**src/design/tga_rle_pkg.sv**
```systemverilog
// Shared types and constants of the TGA RLE pixel decoder.
package tga_rle_pkg;

    // Widths fixed by the stream format
    localparam int BYTE_W      = 8;
    localparam int PIXEL_W     = 32;
    localparam int COUNT_W     = 8;
    localparam int BPP_W       = 3;
    localparam int CFG_INDEX_W = 2;
    localparam int CFG_DATA_W  = 32;

    // Default for the pixel byte limit of the top level
    localparam int MAX_PIXEL_BYTES_DEFAULT = 4;

    // Packet header decoding
    localparam logic [BYTE_W-1:0] RUN_HEADER_MIN = 8'd128;
    localparam logic [BYTE_W-1:0] RUN_HEADER_BIAS = 8'd127;

    // Register reset values
    localparam logic [BPP_W-1:0]      BPP_RESET   = 3'd4;
    localparam logic [CFG_DATA_W-1:0] IMAGE_RESET = 32'd1;

    // Depth of the queue between parser and output stage
    localparam int QUEUE_DEPTH = 2;

    // Configuration register indexes
    typedef enum logic [CFG_INDEX_W-1:0] {
        CFG_BYTES_PER_PIXEL = 2'd0,
        CFG_IMAGE_PIXELS    = 2'd1
    } t_cfg_index;

    // Packet parser state
    typedef enum logic [1:0] {
        PH_HEADER = 2'd0,
        PH_RAW    = 2'd1,
        PH_RUN    = 2'd2
    } t_phase;

    // One finished pixel as handed from the parser to the output stage
    typedef struct packed {
        logic [PIXEL_W-1:0] value;
        logic [COUNT_W-1:0] count;     // requested repeat count
        logic [COUNT_W-1:0] left;      // pixels left in the image (exact when done)
        logic               done;      // this pixel completes the image
        logic               more;      // raw packet still had pixels to come
    } t_token;

endpackage

```
**src/design/tga_rle_if.sv**
```systemverilog
// Stream and configuration channel interfaces of the TGA RLE decoder.
interface tga_rle_byte_if;
    logic       valid;
    logic       ready;
    logic [7:0] in_byte;

    modport source (output valid, output in_byte, input ready);
    modport sink (input valid, input in_byte, output ready);
endinterface

interface tga_rle_pix_if;
    logic        valid;
    logic        ready;
    logic [31:0] pixel_value;
    logic [7:0]  repeat_count;
    logic        image_done;
    logic        overrun_error;

    modport source (output valid, output pixel_value, output repeat_count,
                    output image_done, output overrun_error, input ready);
    modport sink (input valid, input pixel_value, input repeat_count,
                  input image_done, input overrun_error, output ready);
endinterface

interface tga_rle_cfg_if;
    logic        valid;
    logic        ready;
    logic [1:0]  reg_index;
    logic [31:0] wr_data;

    modport source (output valid, output reg_index, output wr_data, input ready);
    modport sink (input valid, input reg_index, input wr_data, output ready);
endinterface

```
**src/design/tga_rle_front.sv**
```systemverilog
// Packet parser: decodes headers, gathers pixel bytes and counts pixels per image.
module tga_rle_front #(
    parameter int MAX_PIXEL_BYTES = tga_rle_pkg::MAX_PIXEL_BYTES_DEFAULT
) (
    input  logic                                i_clk,
    input  logic                                i_rst_n,
    input  logic [tga_rle_pkg::BPP_W-1:0]       i_bpp,
    input  logic [tga_rle_pkg::CFG_DATA_W-1:0]  i_image_pixels,
    input  logic                                i_valid,
    input  logic [tga_rle_pkg::BYTE_W-1:0]      i_byte,
    output logic                                o_ready,
    input  logic                                i_full,
    output logic                                o_push,
    output tga_rle_pkg::t_token                 o_token
);
    import tga_rle_pkg::*;

    localparam int AsmW = 8 * MAX_PIXEL_BYTES;
    localparam int PosW = (MAX_PIXEL_BYTES > 1) ? $clog2(MAX_PIXEL_BYTES) : 1;

    t_phase               r_phase, n_phase;
    logic [COUNT_W-1:0]   r_remain, n_remain;
    logic [COUNT_W-1:0]   r_run, n_run;
    logic [PosW-1:0]      r_bpos, n_bpos;
    logic [AsmW-1:0]      r_asm, n_asm;
    logic [PIXEL_W-1:0]   r_done_cnt, n_done_cnt;

    logic                 accept;
    logic [BPP_W-1:0]     eff_bpp;
    logic [AsmW-1:0]      asm_cur;
    logic                 last_byte;
    logic [PIXEL_W-1:0]   img;
    logic [PIXEL_W-1:0]   left;
    logic [COUNT_W-1:0]   count;
    logic [COUNT_W-1:0]   more;
    logic                 done;

    assign o_ready = !i_full;
    assign accept  = i_valid && !i_full;

    // Clamp bytes per pixel into one to the lane count
    always_comb begin
        eff_bpp = (i_bpp == '0) ? BPP_W'(1) : i_bpp;
        if (eff_bpp > BPP_W'(MAX_PIXEL_BYTES)) begin
            eff_bpp = BPP_W'(MAX_PIXEL_BYTES);
        end
    end

    // Merge the incoming byte into its lane
    always_comb begin
        for (int k = 0; k < MAX_PIXEL_BYTES; k++) begin
            asm_cur[8*k +: 8] = r_asm[8*k +: 8] | ((r_bpos == PosW'(k)) ? i_byte : 8'h00);
        end
    end

    assign last_byte = ((4'(r_bpos) + 4'd1) >= 4'(eff_bpp));

    // Pixels left in the image and the repeat request of this pixel
    always_comb begin
        img   = (i_image_pixels == '0) ? PIXEL_W'(1) : i_image_pixels;
        left  = (r_done_cnt < img) ? (img - r_done_cnt) : PIXEL_W'(1);
        count = COUNT_W'(1);
        more  = '0;
        if (r_phase == PH_RUN) begin
            count = (r_run == '0) ? COUNT_W'(1) : r_run;
        end else if (r_remain != '0) begin
            more = r_remain - COUNT_W'(1);
        end
        done = ({{(PIXEL_W-COUNT_W){1'b0}}, count} >= left);
    end

    // Token for the output stage
    always_comb begin
        o_token.value = PIXEL_W'(asm_cur);
        o_token.count = count;
        o_token.left  = left[COUNT_W-1:0];
        o_token.done  = done;
        o_token.more  = (more != '0);
    end

    // Next state of the packet parser
    always_comb begin
        n_phase    = r_phase;
        n_remain   = r_remain;
        n_run      = r_run;
        n_bpos     = r_bpos;
        n_asm      = r_asm;
        n_done_cnt = r_done_cnt;
        o_push     = 1'b0;
        if (accept) begin
            unique case (r_phase)
                PH_RAW, PH_RUN: begin
                    if (!last_byte) begin
                        n_asm  = asm_cur;
                        n_bpos = r_bpos + PosW'(1);
                    end else begin
                        o_push = 1'b1;
                        n_asm  = '0;
                        n_bpos = '0;
                        if (done || more == '0) begin
                            n_phase  = PH_HEADER;
                            n_remain = '0;
                            n_run    = '0;
                        end else begin
                            n_remain = more;
                        end
                        n_done_cnt = done ? '0
                                   : r_done_cnt + {{(PIXEL_W-COUNT_W){1'b0}}, count};
                    end
                end
                default: begin
                    // Header byte: open a raw or a run packet
                    if (i_byte < RUN_HEADER_MIN) begin
                        n_phase  = PH_RAW;
                        n_remain = i_byte + COUNT_W'(1);
                        n_run    = '0;
                    end else begin
                        n_phase  = PH_RUN;
                        n_run    = i_byte - RUN_HEADER_BIAS;
                        n_remain = COUNT_W'(1);
                    end
                    n_bpos = '0;
                    n_asm  = '0;
                end
            endcase
        end
    end

    // Parser state registers
    always_ff @(posedge i_clk) begin
        if (!i_rst_n) begin
            r_phase    <= PH_HEADER;
            r_remain   <= '0;
            r_run      <= '0;
            r_bpos     <= '0;
            r_asm      <= '0;
            r_done_cnt <= '0;
        end else begin
            r_phase    <= n_phase;
            r_remain   <= n_remain;
            r_run      <= n_run;
            r_bpos     <= n_bpos;
            r_asm      <= n_asm;
            r_done_cnt <= n_done_cnt;
        end
    end

endmodule

```
**src/design/tga_rle_queue.sv**
```systemverilog
// Short token queue between the packet parser and the output stage.
module tga_rle_queue (
    input  logic                i_clk,
    input  logic                i_rst_n,
    input  logic                i_push,
    input  tga_rle_pkg::t_token i_token,
    output logic                o_full,
    input  logic                i_pop,
    output logic                o_valid,
    output tga_rle_pkg::t_token o_token
);
    import tga_rle_pkg::*;

    localparam int PtrW = (QUEUE_DEPTH > 1) ? $clog2(QUEUE_DEPTH) : 1;
    localparam int CntW = $clog2(QUEUE_DEPTH + 1);

    t_token          r_mem [QUEUE_DEPTH];
    logic [PtrW-1:0] r_wptr, r_rptr;
    logic [CntW-1:0] r_count;
    logic            do_push, do_pop;

    assign o_full  = (r_count == CntW'(QUEUE_DEPTH));
    assign o_valid = (r_count != '0);
    assign o_token = r_mem[r_rptr];
    assign do_push = i_push && !o_full;
    assign do_pop  = i_pop && o_valid;

    // Store an entry on push
    always_ff @(posedge i_clk) begin
        if (do_push) begin
            r_mem[r_wptr] <= i_token;
        end
    end

    // Advance pointers and fill count
    always_ff @(posedge i_clk) begin
        if (!i_rst_n) begin
            r_wptr  <= '0;
            r_rptr  <= '0;
            r_count <= '0;
        end else begin
            if (do_push) begin
                r_wptr <= (r_wptr == PtrW'(QUEUE_DEPTH - 1)) ? '0 : r_wptr + PtrW'(1);
            end
            if (do_pop) begin
                r_rptr <= (r_rptr == PtrW'(QUEUE_DEPTH - 1)) ? '0 : r_rptr + PtrW'(1);
            end
            if (do_push && !do_pop) begin
                r_count <= r_count + CntW'(1);
            end else if (do_pop && !do_push) begin
                r_count <= r_count - CntW'(1);
            end
        end
    end

endmodule

```
**src/design/tga_rle_back.sv**
```systemverilog
// Output stage: clips the repeat count, sets the overrun flag and holds the result.
module tga_rle_back (
    input  logic                i_clk,
    input  logic                i_rst_n,
    input  logic                i_valid,
    input  tga_rle_pkg::t_token i_token,
    output logic                o_pop,
    tga_rle_pix_if.source       o_pix
);
    import tga_rle_pkg::*;

    logic               r_valid;
    logic [PIXEL_W-1:0] r_value;
    logic [COUNT_W-1:0] r_count;
    logic               r_done;
    logic               r_over;
    logic               load;

    assign load  = i_valid && (!r_valid || o_pix.ready);
    assign o_pop = load;

    // Result valid flag
    always_ff @(posedge i_clk) begin
        if (!i_rst_n) begin
            r_valid <= 1'b0;
        end else if (load) begin
            r_valid <= 1'b1;
        end else if (o_pix.ready) begin
            r_valid <= 1'b0;
        end
    end

    // Clip at the image end and hold the result
    always_ff @(posedge i_clk) begin
        if (load) begin
            r_value <= i_token.value;
            r_done  <= i_token.done;
            if (i_token.done) begin
                r_count <= i_token.left;
                r_over  <= (i_token.count > i_token.left) || i_token.more;
            end else begin
                r_count <= i_token.count;
                r_over  <= 1'b0;
            end
        end
    end

    assign o_pix.valid         = r_valid;
    assign o_pix.pixel_value   = r_value;
    assign o_pix.repeat_count  = r_count;
    assign o_pix.image_done    = r_done;
    assign o_pix.overrun_error = r_over;

endmodule

```
**src/design/tga_rle_pixel_decoder_unit.sv**
```systemverilog
// TGA RLE pixel decoder: one compressed byte in per cycle, one pixel result out per pixel.
// Takes one stream byte per clock cycle without gaps as long as the result side keeps up;
// a result passes through the queue and then the output register. Header and pixel-byte
// parsing, pixel counting and the image-end check are combinational in the parser, and a
// two-entry queue plus the output register let the byte side run on while a result waits.
// Bytes per pixel (register 0) and image size (register 1) are written through the
// configuration channel, which is always ready; change them only while the decoder is idle.
// No clearing pass follows reset.
module tga_rle_pixel_decoder_unit #(
    parameter int MAX_PIXEL_BYTES = tga_rle_pkg::MAX_PIXEL_BYTES_DEFAULT
) (
    input  logic          i_clk,
    input  logic          i_rst_n,
    tga_rle_cfg_if.sink   i_cfg,
    tga_rle_byte_if.sink  i_byte,
    tga_rle_pix_if.source o_pix
);
    import tga_rle_pkg::*;

    logic [BPP_W-1:0]      r_bpp;
    logic [CFG_DATA_W-1:0] r_image_pixels;
    logic                  push, full, pop, q_valid;
    t_token                push_token, q_token;

    assign i_cfg.ready = 1'b1;

    // Configuration registers; unknown indexes are dropped
    always_ff @(posedge i_clk) begin
        if (!i_rst_n) begin
            r_bpp          <= BPP_RESET;
            r_image_pixels <= IMAGE_RESET;
        end else if (i_cfg.valid) begin
            unique case (i_cfg.reg_index)
                CFG_BYTES_PER_PIXEL: r_bpp          <= i_cfg.wr_data[BPP_W-1:0];
                CFG_IMAGE_PIXELS:    r_image_pixels <= i_cfg.wr_data;
                default: ;
            endcase
        end
    end

    tga_rle_front #(
        .MAX_PIXEL_BYTES(MAX_PIXEL_BYTES)
    ) u_front (
        .i_clk          (i_clk),
        .i_rst_n        (i_rst_n),
        .i_bpp          (r_bpp),
        .i_image_pixels (r_image_pixels),
        .i_valid        (i_byte.valid),
        .i_byte         (i_byte.in_byte),
        .o_ready        (i_byte.ready),
        .i_full         (full),
        .o_push         (push),
        .o_token        (push_token)
    );

    tga_rle_queue u_queue (
        .i_clk   (i_clk),
        .i_rst_n (i_rst_n),
        .i_push  (push),
        .i_token (push_token),
        .o_full  (full),
        .i_pop   (pop),
        .o_valid (q_valid),
        .o_token (q_token)
    );

    tga_rle_back u_back (
        .i_clk   (i_clk),
        .i_rst_n (i_rst_n),
        .i_valid (q_valid),
        .i_token (q_token),
        .o_pop   (pop),
        .o_pix   (o_pix)
    );

endmodule

```
**src/flat_wrapper.sv**
```systemverilog
// flat-port wrapper written by rule: the top's interface ports become plain ports
module tga_rle_pixel_decoder_unit_flat import tga_rle_pkg::*;
#(
    parameter int MAX_PIXEL_BYTES = tga_rle_pkg::MAX_PIXEL_BYTES_DEFAULT
)
  (i_clk, i_rst_n, i_cfg_valid, i_cfg_reg_index, i_cfg_wr_data, i_cfg_ready, i_byte_valid, i_byte_in_byte, i_byte_ready, o_pix_valid, o_pix_pixel_value, o_pix_repeat_count, o_pix_image_done, o_pix_overrun_error, o_pix_ready);
  tga_rle_cfg_if i_cfg_i ();
  tga_rle_byte_if i_byte_i ();
  tga_rle_pix_if o_pix_i ();
  input  logic i_clk;
  input  logic i_rst_n;
  input wire logic [$bits(i_cfg_i.valid)-1:0] i_cfg_valid;
  input wire logic [$bits(i_cfg_i.reg_index)-1:0] i_cfg_reg_index;
  input wire logic [$bits(i_cfg_i.wr_data)-1:0] i_cfg_wr_data;
  output wire logic [$bits(i_cfg_i.ready)-1:0] i_cfg_ready;
  input wire logic [$bits(i_byte_i.valid)-1:0] i_byte_valid;
  input wire logic [$bits(i_byte_i.in_byte)-1:0] i_byte_in_byte;
  output wire logic [$bits(i_byte_i.ready)-1:0] i_byte_ready;
  output wire logic [$bits(o_pix_i.valid)-1:0] o_pix_valid;
  output wire logic [$bits(o_pix_i.pixel_value)-1:0] o_pix_pixel_value;
  output wire logic [$bits(o_pix_i.repeat_count)-1:0] o_pix_repeat_count;
  output wire logic [$bits(o_pix_i.image_done)-1:0] o_pix_image_done;
  output wire logic [$bits(o_pix_i.overrun_error)-1:0] o_pix_overrun_error;
  input wire logic [$bits(o_pix_i.ready)-1:0] o_pix_ready;
  assign i_cfg_i.valid = i_cfg_valid;
  assign i_cfg_i.reg_index = i_cfg_reg_index;
  assign i_cfg_i.wr_data = i_cfg_wr_data;
  assign i_cfg_ready = i_cfg_i.ready;
  assign i_byte_i.valid = i_byte_valid;
  assign i_byte_i.in_byte = i_byte_in_byte;
  assign i_byte_ready = i_byte_i.ready;
  assign o_pix_valid = o_pix_i.valid;
  assign o_pix_pixel_value = o_pix_i.pixel_value;
  assign o_pix_repeat_count = o_pix_i.repeat_count;
  assign o_pix_image_done = o_pix_i.image_done;
  assign o_pix_overrun_error = o_pix_i.overrun_error;
  assign o_pix_i.ready = o_pix_ready;
  tga_rle_pixel_decoder_unit #(.MAX_PIXEL_BYTES(MAX_PIXEL_BYTES)) u_core (.i_clk(i_clk), .i_rst_n(i_rst_n), .i_cfg(i_cfg_i), .i_byte(i_byte_i), .o_pix(o_pix_i));
endmodule
```
**config.mk**
```make
export PLATFORM = sky130hd
export DESIGN_NAME = tga_rle_pixel_decoder_unit_flat
export DESIGN_NICKNAME = d
export VERILOG_FILES = /design/src/design/tga_rle_pkg.sv /design/src/design/tga_rle_if.sv /design/src/design/tga_rle_front.sv /design/src/design/tga_rle_queue.sv /design/src/design/tga_rle_back.sv /design/src/design/tga_rle_pixel_decoder_unit.sv /design/src/flat_wrapper.sv
export SDC_FILE = /design/constraint.sdc
export NUM_CORES = 1
export LEC_CHECK = 0
export BUFFER_PORTS_ARGS = -buffer_cell sky130_fd_sc_hd__buf_2
export CORE_ASPECT_RATIO = 0.7
export CORE_UTILIZATION = 60
export DETAILED_ROUTE_END_ITERATION = 8
export PLACE_DENSITY = 0.76
export SLEW_MARGIN = 10
export SYNTH_ARGS = -nofsm -noshare
export SYNTH_HDL_FRONTEND = slang
export SYNTH_HIERARCHICAL = 1
export SYNTH_SLANG_ARGS = --single-unit
```
**constraint.sdc**
```tcl
create_clock -name i_clk -period 5.9 [get_ports i_clk]
set_input_delay 0.59 -clock i_clk [delete_from_list [all_inputs] [get_ports i_clk]]
set_output_delay 0.59 -clock i_clk [all_outputs]
set_load 0.005 [all_outputs]
```
==> results.yml, run 1 <==
setup_path:
  peak_fanout_along_the_critical_path: 30
  crit_path_kind: "reg -> reg"
  required_ns: 6.32
  cp_common_cell: "nor2_1"
  worst_path_max_delay_cell: "dfxtp_1"
  arrival_ns: 5.80
  element_type_at_the_critical_path_end: "flop"
  critPathLaunchType: "flop"
  critical_path.max_stage_delay_ns: 0.33
floorplanning:
  die_height_um: 130
  die_width_um: 186
  top_level_ports: 92
  fp-row-count: 46
  placeableCoreArea_mm2: 0.0229
  die_area_mm2: 0.0242
  initial_standard_cell_utilization_of_the_core_pct: 61.7
synth:
  synth_edf_count: 142
  synth_cell_types: 84
  synth-warning-count: 6
  ys_async_rst_share_pct: 0
  synthesis.nets: 1540
  sequential_fraction_of_the_synthesis_area_pct: 47.8
  synth_ff_type: "edfxtp_1"
  number_of_storage_elements_in_the_synthesis_netlist: 267
  mappedNetlistArea_mm2: 0.0141
  synthesis.area_per_instance_um2: 9.94
  synth_cells: 1423
route:
  detailedRoute.firstIterationViolations: 1314
  final_ant_viol_nets: 0
  vias: 10900
  totalWireLength_um: 36700
  remaining_drc_errors: 0
  drt_pre_antenna_iters: 8
  routed_via_density: 6.08
  avgRoutedWirePerCell_um: 20.5
place:
  port_buffer_count: 90
  placed_cell_area_mm2: 0.0147
  dp.final_hpwl_um: 26700
  gpl.final_weighted_congestion: 1.05
  placed_cells_incl_taps: 1742
sta:
  setup_total_neg_slack_ns: 0
  clock-skew-final_ns: 0.0317
  setup_viol: 0
  finalHoldViolations: 0
  slew_headroom_pct: 18.2
  slew_viol_final: 0
  grt_setup_unrepaired: "false"
  timing.fmax_mhz: 186
  fin_worst_hold_slack_ns: 0.292
  period_needed_ns: 5.38
  timing.final.crit_share_pct: 91.2
  worst-slew-pin-transition_ns: 1.22
finish:
  multi_input_area_mm2: 0.00662
  areaGrowthSynthToFinish_pct: 9.20
  final_net_count: 1574
  num-fill-cells: 1778
  num_antenna_cells: 0
  mostFrequentLayoutCells: "173 x nand2_1, 142 x edfxtp_1, 124 x dfxtp_1"
  share_of_final_layout_standard_cells_stronger_than_drive_strength_1_pct: 15.0
  layout.cell_area.non_filler_mm2: 0.0154
  most_common_cell_after_layout_fill_and_taps_aside: "nand2_1"
  instances_no_fill: 1788
  seq_area_mm2: 0.00677
clock_tree:
  clock_sink_count: 267
  clock_path_buffers: 3
  cts_max_level: 1
  cts_tree: "built"
  cts_made_buffers: 25
  cts_root_buf: "clkbuf_16"
  clk-insertion-delay-late_ns: 0.55
  cts.clk_slew.worst_paths_ns: 0.07
pwr:
  total_leakage_power_nw: 6.39
  vdd_drop_max_mv: 0.270
  power.density_mw_per_mm2: 281
  report.power.total_mw: 4.34
run:
  maxCapViolations: 0
global_route:
  grt_util_met1_pct: 49.2
  initial_antenna_violation_count: 0
  grtUsageMet3_pct: 8.87
  grt_remaining_overflow: 0
  grt_pass1_wl_um: 56200
  grt_pass1_vias: 9967
  pin_count_of_the_biggest_net_entering_global_routing: 80
  use_met2_pct: 39.8
  grt_use_total_pct: 30.6
  grt.busiest_layer: "met1"
worst_hold_path:
  min_path_type: "in -> reg"
outcome:
  run_status: "complete, no violations"
## cell usage after synthesis, types with 4 or more instances
cell type | n | area share (%)
nor2b_1 | 10 | 0.44
edfxtp_1 | 142 | 30
ha_1 | 68 | 6.0
or2_2 | 5 | 0.22
xor2_1 | 14 | 0.87
nand4_1 | 30 | 1.3
o211a_1 | 4 | 0.28
o221ai_1 | 4 | 0.25
o21ai_0 | 65 | 2.3
mux2i_1 | 36 | 2.5
nor2_1 | 105 | 2.8
o2111ai_1 | 4 | 0.25
buf_2 | 25 | 0.88
and4_1 | 5 | 0.31
o22ai_1 | 7 | 0.31
xnor2_1 | 45 | 2.8
o21ai_1 | 13 | 0.46
nand2b_1 | 6 | 0.27
inv_1 | 84 | 2.2
a211oi_1 | 8 | 0.42
or3_1 | 9 | 0.40
mux2_2 | 55 | 4.4
o211ai_1 | 13 | 0.69
mux2_1 | 6 | 0.48
o21bai_1 | 13 | 0.69
and2_1 | 18 | 0.80
clkbuf_1 | 65 | 1.7
nor3_1 | 22 | 0.78
o31ai_1 | 8 | 0.42
nand3_1 | 31 | 1.1
dfxtp_1 | 125 | 18
nor4_1 | 14 | 0.62
and3_1 | 8 | 0.35
a21oi_2 | 4 | 0.25
a21o_1 | 46 | 2.4
o21a_1 | 11 | 0.58
nand2_1 | 174 | 4.6
a21oi_1 | 51 | 1.8
## power breakdown
part           internal, mW  leakage, nW  switching [mW]  total (mW)
Combinational         0.278         3.64           0.485       0.763
Sequential             2.00         2.39          0.0333        2.03
Clock                 0.850        0.370           0.699        1.55
## timing repair
item,4_1_cts,5_1_grt
hold buffers,0,0
gates resized for setup,0,4
buffers inserted,0,0
endpoints found under the setup margin,0,46
## logic make-up after synthesis
group | count (synthesis) | synth area share [%]
fa+ha+maj | 70 | 6.30
other cells | 1 | 0.0265
mux | 97 | 7.40
buf+inv | 184 | 5.65
compound gates | 286 | 13.6
xor+xnor | 59 | 3.65
flops | 267 | 47.8
simple gates | 459 | 15.6
## per-stage QoR
| step | setup WS (ns) | utilization [%] |
|---|---|---|
| 2_1_floorplan | 1.11 | - |
| 3_3_place_gp | 0.678 | 64.0 |
| 3_5_place_dp | 0.550 | 64.0 |
| 4_1_cts | 0.504 | 67.3 |
| 5_1_grt | 0.0786 | 67.4 |
| 6_report | 0.520 | 67.4 |
## worst paths after layout
| kind | from | end | slack [ns] | cells past startpoint |
|---|---|---|---|---|
| worst min-delay path | i_cfg_wr_data[11] | u_core/r_image_pixels[11]$_SDFFE_PN0P_ | 0.29 | 3 |
| worst max-delay path | u_core/r_image_pixels[25]$_SDFFE_PN0P_ | u_core/u_front/r_done_cnt[15]$_SDFFE_PN0P_ | 0.52 | 28 |
| worst max register to register | u_core/r_image_pixels[25]$_SDFFE_PN0P_ | u_core/u_front/r_done_cnt[15]$_SDFFE_PN0P_ | 0.52 | 28 |
| worst min register to register | u_core/r_bpp[0]$_SDFFE_PN0P_ | u_core/r_bpp[0]$_SDFFE_PN0P_ | 0.47 | 2 |
## layout make-up
cell class | count | share of cell area, %
clock buffer | 36 | 4.38
sequential | 267 | 43.8
multi-input combinational | 972 | 42.8
tap | 312 | 2.53
clock inverter | 10 | 0.591
timing repair buffer | 105 | 3.74
inverter | 86 | 2.09
## registers in the layout, summed over array words and instances, names as in the netlist, named ones only
name,cells
u_core/u_back/o_pix.valid,1
u_core/u_front/r_asm,32
u_core/u_front/r_remain,8
u_core/u_queue/r_mem,100
u_core/u_queue/r_wptr,1
u_core/u_front/r_done_cnt,32
u_core/u_back/o_pix.overrun_error,1
u_core/u_back/o_pix.pixel_value,32
u_core/u_front/r_bpos,2
u_core/u_back/o_pix.image_done,1
u_core/r_bpp,3
u_core/u_front/r_run,8
u_core/u_queue/r_count,2
u_core/r_image_pixels,32
u_core/u_queue/r_rptr,1
u_core/u_front/r_phase,2
u_core/u_back/o_pix.repeat_count,8
## routing by layer
layer	vias to the layer above	share of wire, %
met1	5136	48
li1	5127	-
met5	-	0
met3	43	12
met4	0	1.3
met2	566	38
## worst max-delay path: cells and delay by family (launching register included)
| family | cells | cell delay [ns] |
|---|---|---|
| AOI/OAI and AO/OA | 8 | 1.39 |
| buffers and inverters | 3 | 0.46 |
| DFF | 1 | 0.33 |
| and+or+nand+nor | 14 | 2.36 |
| adders and majority gates | 3 | 0.70 |
Power figures use the tool's default switching activity.
==> inputs of run 2 (changes only) <==
--- a/config.mk
+++ b/config.mk
@@ -9,7 +9,8 @@
 export CORE_ASPECT_RATIO = 0.7
 export CORE_UTILIZATION = 60
 export DETAILED_ROUTE_END_ITERATION = 8
-export PLACE_DENSITY = 0.76
+export PLACE_DENSITY_LB_ADDON = 0.25
+export SETUP_SLACK_MARGIN = 0.5
 export SLEW_MARGIN = 10
 export SYNTH_ARGS = -nofsm -noshare
 export SYNTH_HDL_FRONTEND = slang
==> run 2 against run 1 <==
Routed wire length increased by 0.55%. Fmax grew 2.7%. Global-route usage shrank 0.53 points. Worst setup slack gained 0.14 ns. Sequential share of layout area fell by 0.80 points. Sequential power about the same. Count of clock-buffer cells in the layout decreased by 1. Critical path depth grew 1. Cell count grew 0.39%. Cell area is 1.9% higher. Critical endpoint is now u_core/u_front/r_done_cnt[31]$_SDFFE_PN0P_. Largest cell class unchanged. Highest routed layer unchanged.
==> results.yml, run 2 (same netlist as run 1, synthesis figures left out) <==
sta:
  clock-skew-final_ns: 0.0200
  worst-slew-pin-transition_ns: 1.24
  finalHoldViolations: 0
  fin_worst_hold_slack_ns: 0.289
  period_needed_ns: 5.24
  timing.fmax_mhz: 191
  grt_setup_unrepaired: "false"
  slew_headroom_pct: 17.6
  setup_viol: 0
  setup_total_neg_slack_ns: 0
  timing.final.crit_share_pct: 88.8
  slew_viol_final: 0
  final_setup_margin_ns: 0.661
clock_tree:
  clock_path_buffers: 3
  cts_made_buffers: 25
  clk-insertion-delay-late_ns: 0.54
  cts_tree: "built"
  cts_max_level: 1
  cts.clk_slew.worst_paths_ns: 0.06
  clock_sink_count: 267
  cts_root_buf: "clkbuf_16"
route:
  met3RoutedLength_um: 4920
  drt_pre_antenna_iters: 5
  routed_via_density: 6.20
  totalWireLength_um: 36900
  vias: 11100
  met2WireLength_um: 14600
  detailedRoute.firstIterationViolations: 1441
  final_ant_viol_nets: 0
  remaining_drc_errors: 0
  met1Wirelength_um: 16900
  max_layer_used: "met4"
  avgRoutedWirePerCell_um: 20.6
finish:
  most_common_cell_after_layout_fill_and_taps_aside: "nand2_1"
  final_net_count: 1580
  max_flop_register: "u_core/u_queue/r_mem"
  postLayoutCoreUtil_pct: 68.7
  areaGrowthSynthToFinish_pct: 11.3
  layout.cell_area.non_filler_mm2: 0.0157
  share_of_final_layout_standard_cells_stronger_than_drive_strength_1_pct: 17.1
  mostFrequentLayoutCells: "172 x nand2_1, 142 x edfxtp_1, 122 x dfxtp_1"
  instances_no_fill: 1795
  max_ffs_per_register: 100
place:
  port_buffer_count: 90
  dp.final_hpwl_um: 26000
  pre_cts_ws_ns: 0.193
  placed_cell_area_mm2: 0.0146
  gpl.final_weighted_congestion: 0.998
  placed_cells_incl_taps: 1737
global_route:
  grt_pass1_wl_um: 55200
  pin_count_of_the_biggest_net_entering_global_routing: 104
  grt_remaining_overflow: 0
  grt_use_total_pct: 30.0
  initial_antenna_violation_count: 0
  grt_pass1_vias: 9982
pwr:
  vdd_drop_max_mv: 0.262
  report.power.total_mw: 4.44
  pwr-share-clk_pct: 36.5
  share_seq_of_total_power_pct: 45.8
  total_leakage_power_nw: 6.51
  power.net_switching_mw: 1.21
  power.density_mw_per_mm2: 282
  pwr-share-comb_pct: 17.7
  switching_fraction_pct: 27.3
  cellInternalPower_mw: 3.23
floorplanning:
  fp-row-count: 46
  placeableCoreArea_mm2: 0.0229
  top_level_ports: 92
  die_area_mm2: 0.0242
  die_width_um: 186
  die_height_um: 130
  initial_standard_cell_utilization_of_the_core_pct: 61.7
setup_path:
  element_type_at_the_critical_path_end: "flop"
  critical_path.max_stage_delay_ns: 0.35
  worst_path_max_delay_cell: "dfxtp_2"
  required_ns: 6.36
  arrival_ns: 5.70
  critPathLaunchType: "flop"
  crit_path_kind: "reg -> reg"
  peak_fanout_along_the_critical_path: 8
outcome:
  run_status: "complete, no violations"
run:
  maxCapViolations: 0
worst_hold_path:
  min_path_type: "in -> reg"
## run 2: changes by cell type in the layout (fill, tap and decap cells not counted), sizes merged
cell and delta:
buf +3, a31oi +1, bufinv +1, clkbuf +1
clkinv +1, clkinvlp -1, diode +1
## run 2: path summary, 6_finish.rpt
kind	startpoint	end	slack, ns	depth (start not counted)
max	u_core/r_image_pixels[28]$_SDFFE_PN0P_	u_core/u_front/r_done_cnt[31]$_SDFFE_PN0P_	0.66	29
min	i_cfg_wr_data[20]	u_core/r_image_pixels[20]$_SDFFE_PN0P_	0.29	3
max reg2reg	u_core/r_image_pixels[28]$_SDFFE_PN0P_	u_core/u_front/r_done_cnt[31]$_SDFFE_PN0P_	0.66	29
min reg2reg	u_core/r_bpp[0]$_SDFFE_PN0P_	u_core/r_bpp[0]$_SDFFE_PN0P_	0.48	2
## run 2: per-layer routing
layer / vias to the layer above / global-route usage (%)
li1: 5145 / -
met1: 5317 / 48.4
met2: 608 / 40.1
met3: 52 / 7.98
met4: 0 / 4.62
met5: - / 0
## run 2: repair_timing
item / in CTS / in global routing
pin swaps: 1 / 17
setup buffers: 2 / 5
cloned: 0 / 4
resized for setup: 3 / 29
hold buffers: 0 / 0
endpoints found under the setup margin: 51 / 52
## run 2: final cells by class
class                      instances  area (um^2)
fill                            1755         7170
sequential                       267         6770
multi-input combinational        973         6750
clock buffer                      35          704
timing repair buffer             110          671
tap                              312          390
inverter                          86          323
clock inverter                    11          126
antenna                            1         2.50
## run 2: worst max-delay path, delay by kind of cell, from the launching register on
kind | cells | cell delay (ns)
adders and majority gates | 3 | 0.78
and+or+nand+nor | 13 | 1.77
DFF | 1 | 0.35
AOI/OAI and AO/OA | 9 | 1.73
buffers and inverters | 4 | 0.50
## run 2: power groups by stage
stage / Sequential (mW) / Clock, mW / Combinational, mW
finish: 2.03 / 1.62 / 0.787
global route: 2.04 / 1.72 / 0.841
CTS: 2.03 / 1.65 / 0.715
detailed placement: 2.07 / 0 / 0.699
global placement: 2.07 / 0 / 0.691
floorplan: 2.06 / 0 / 0.519
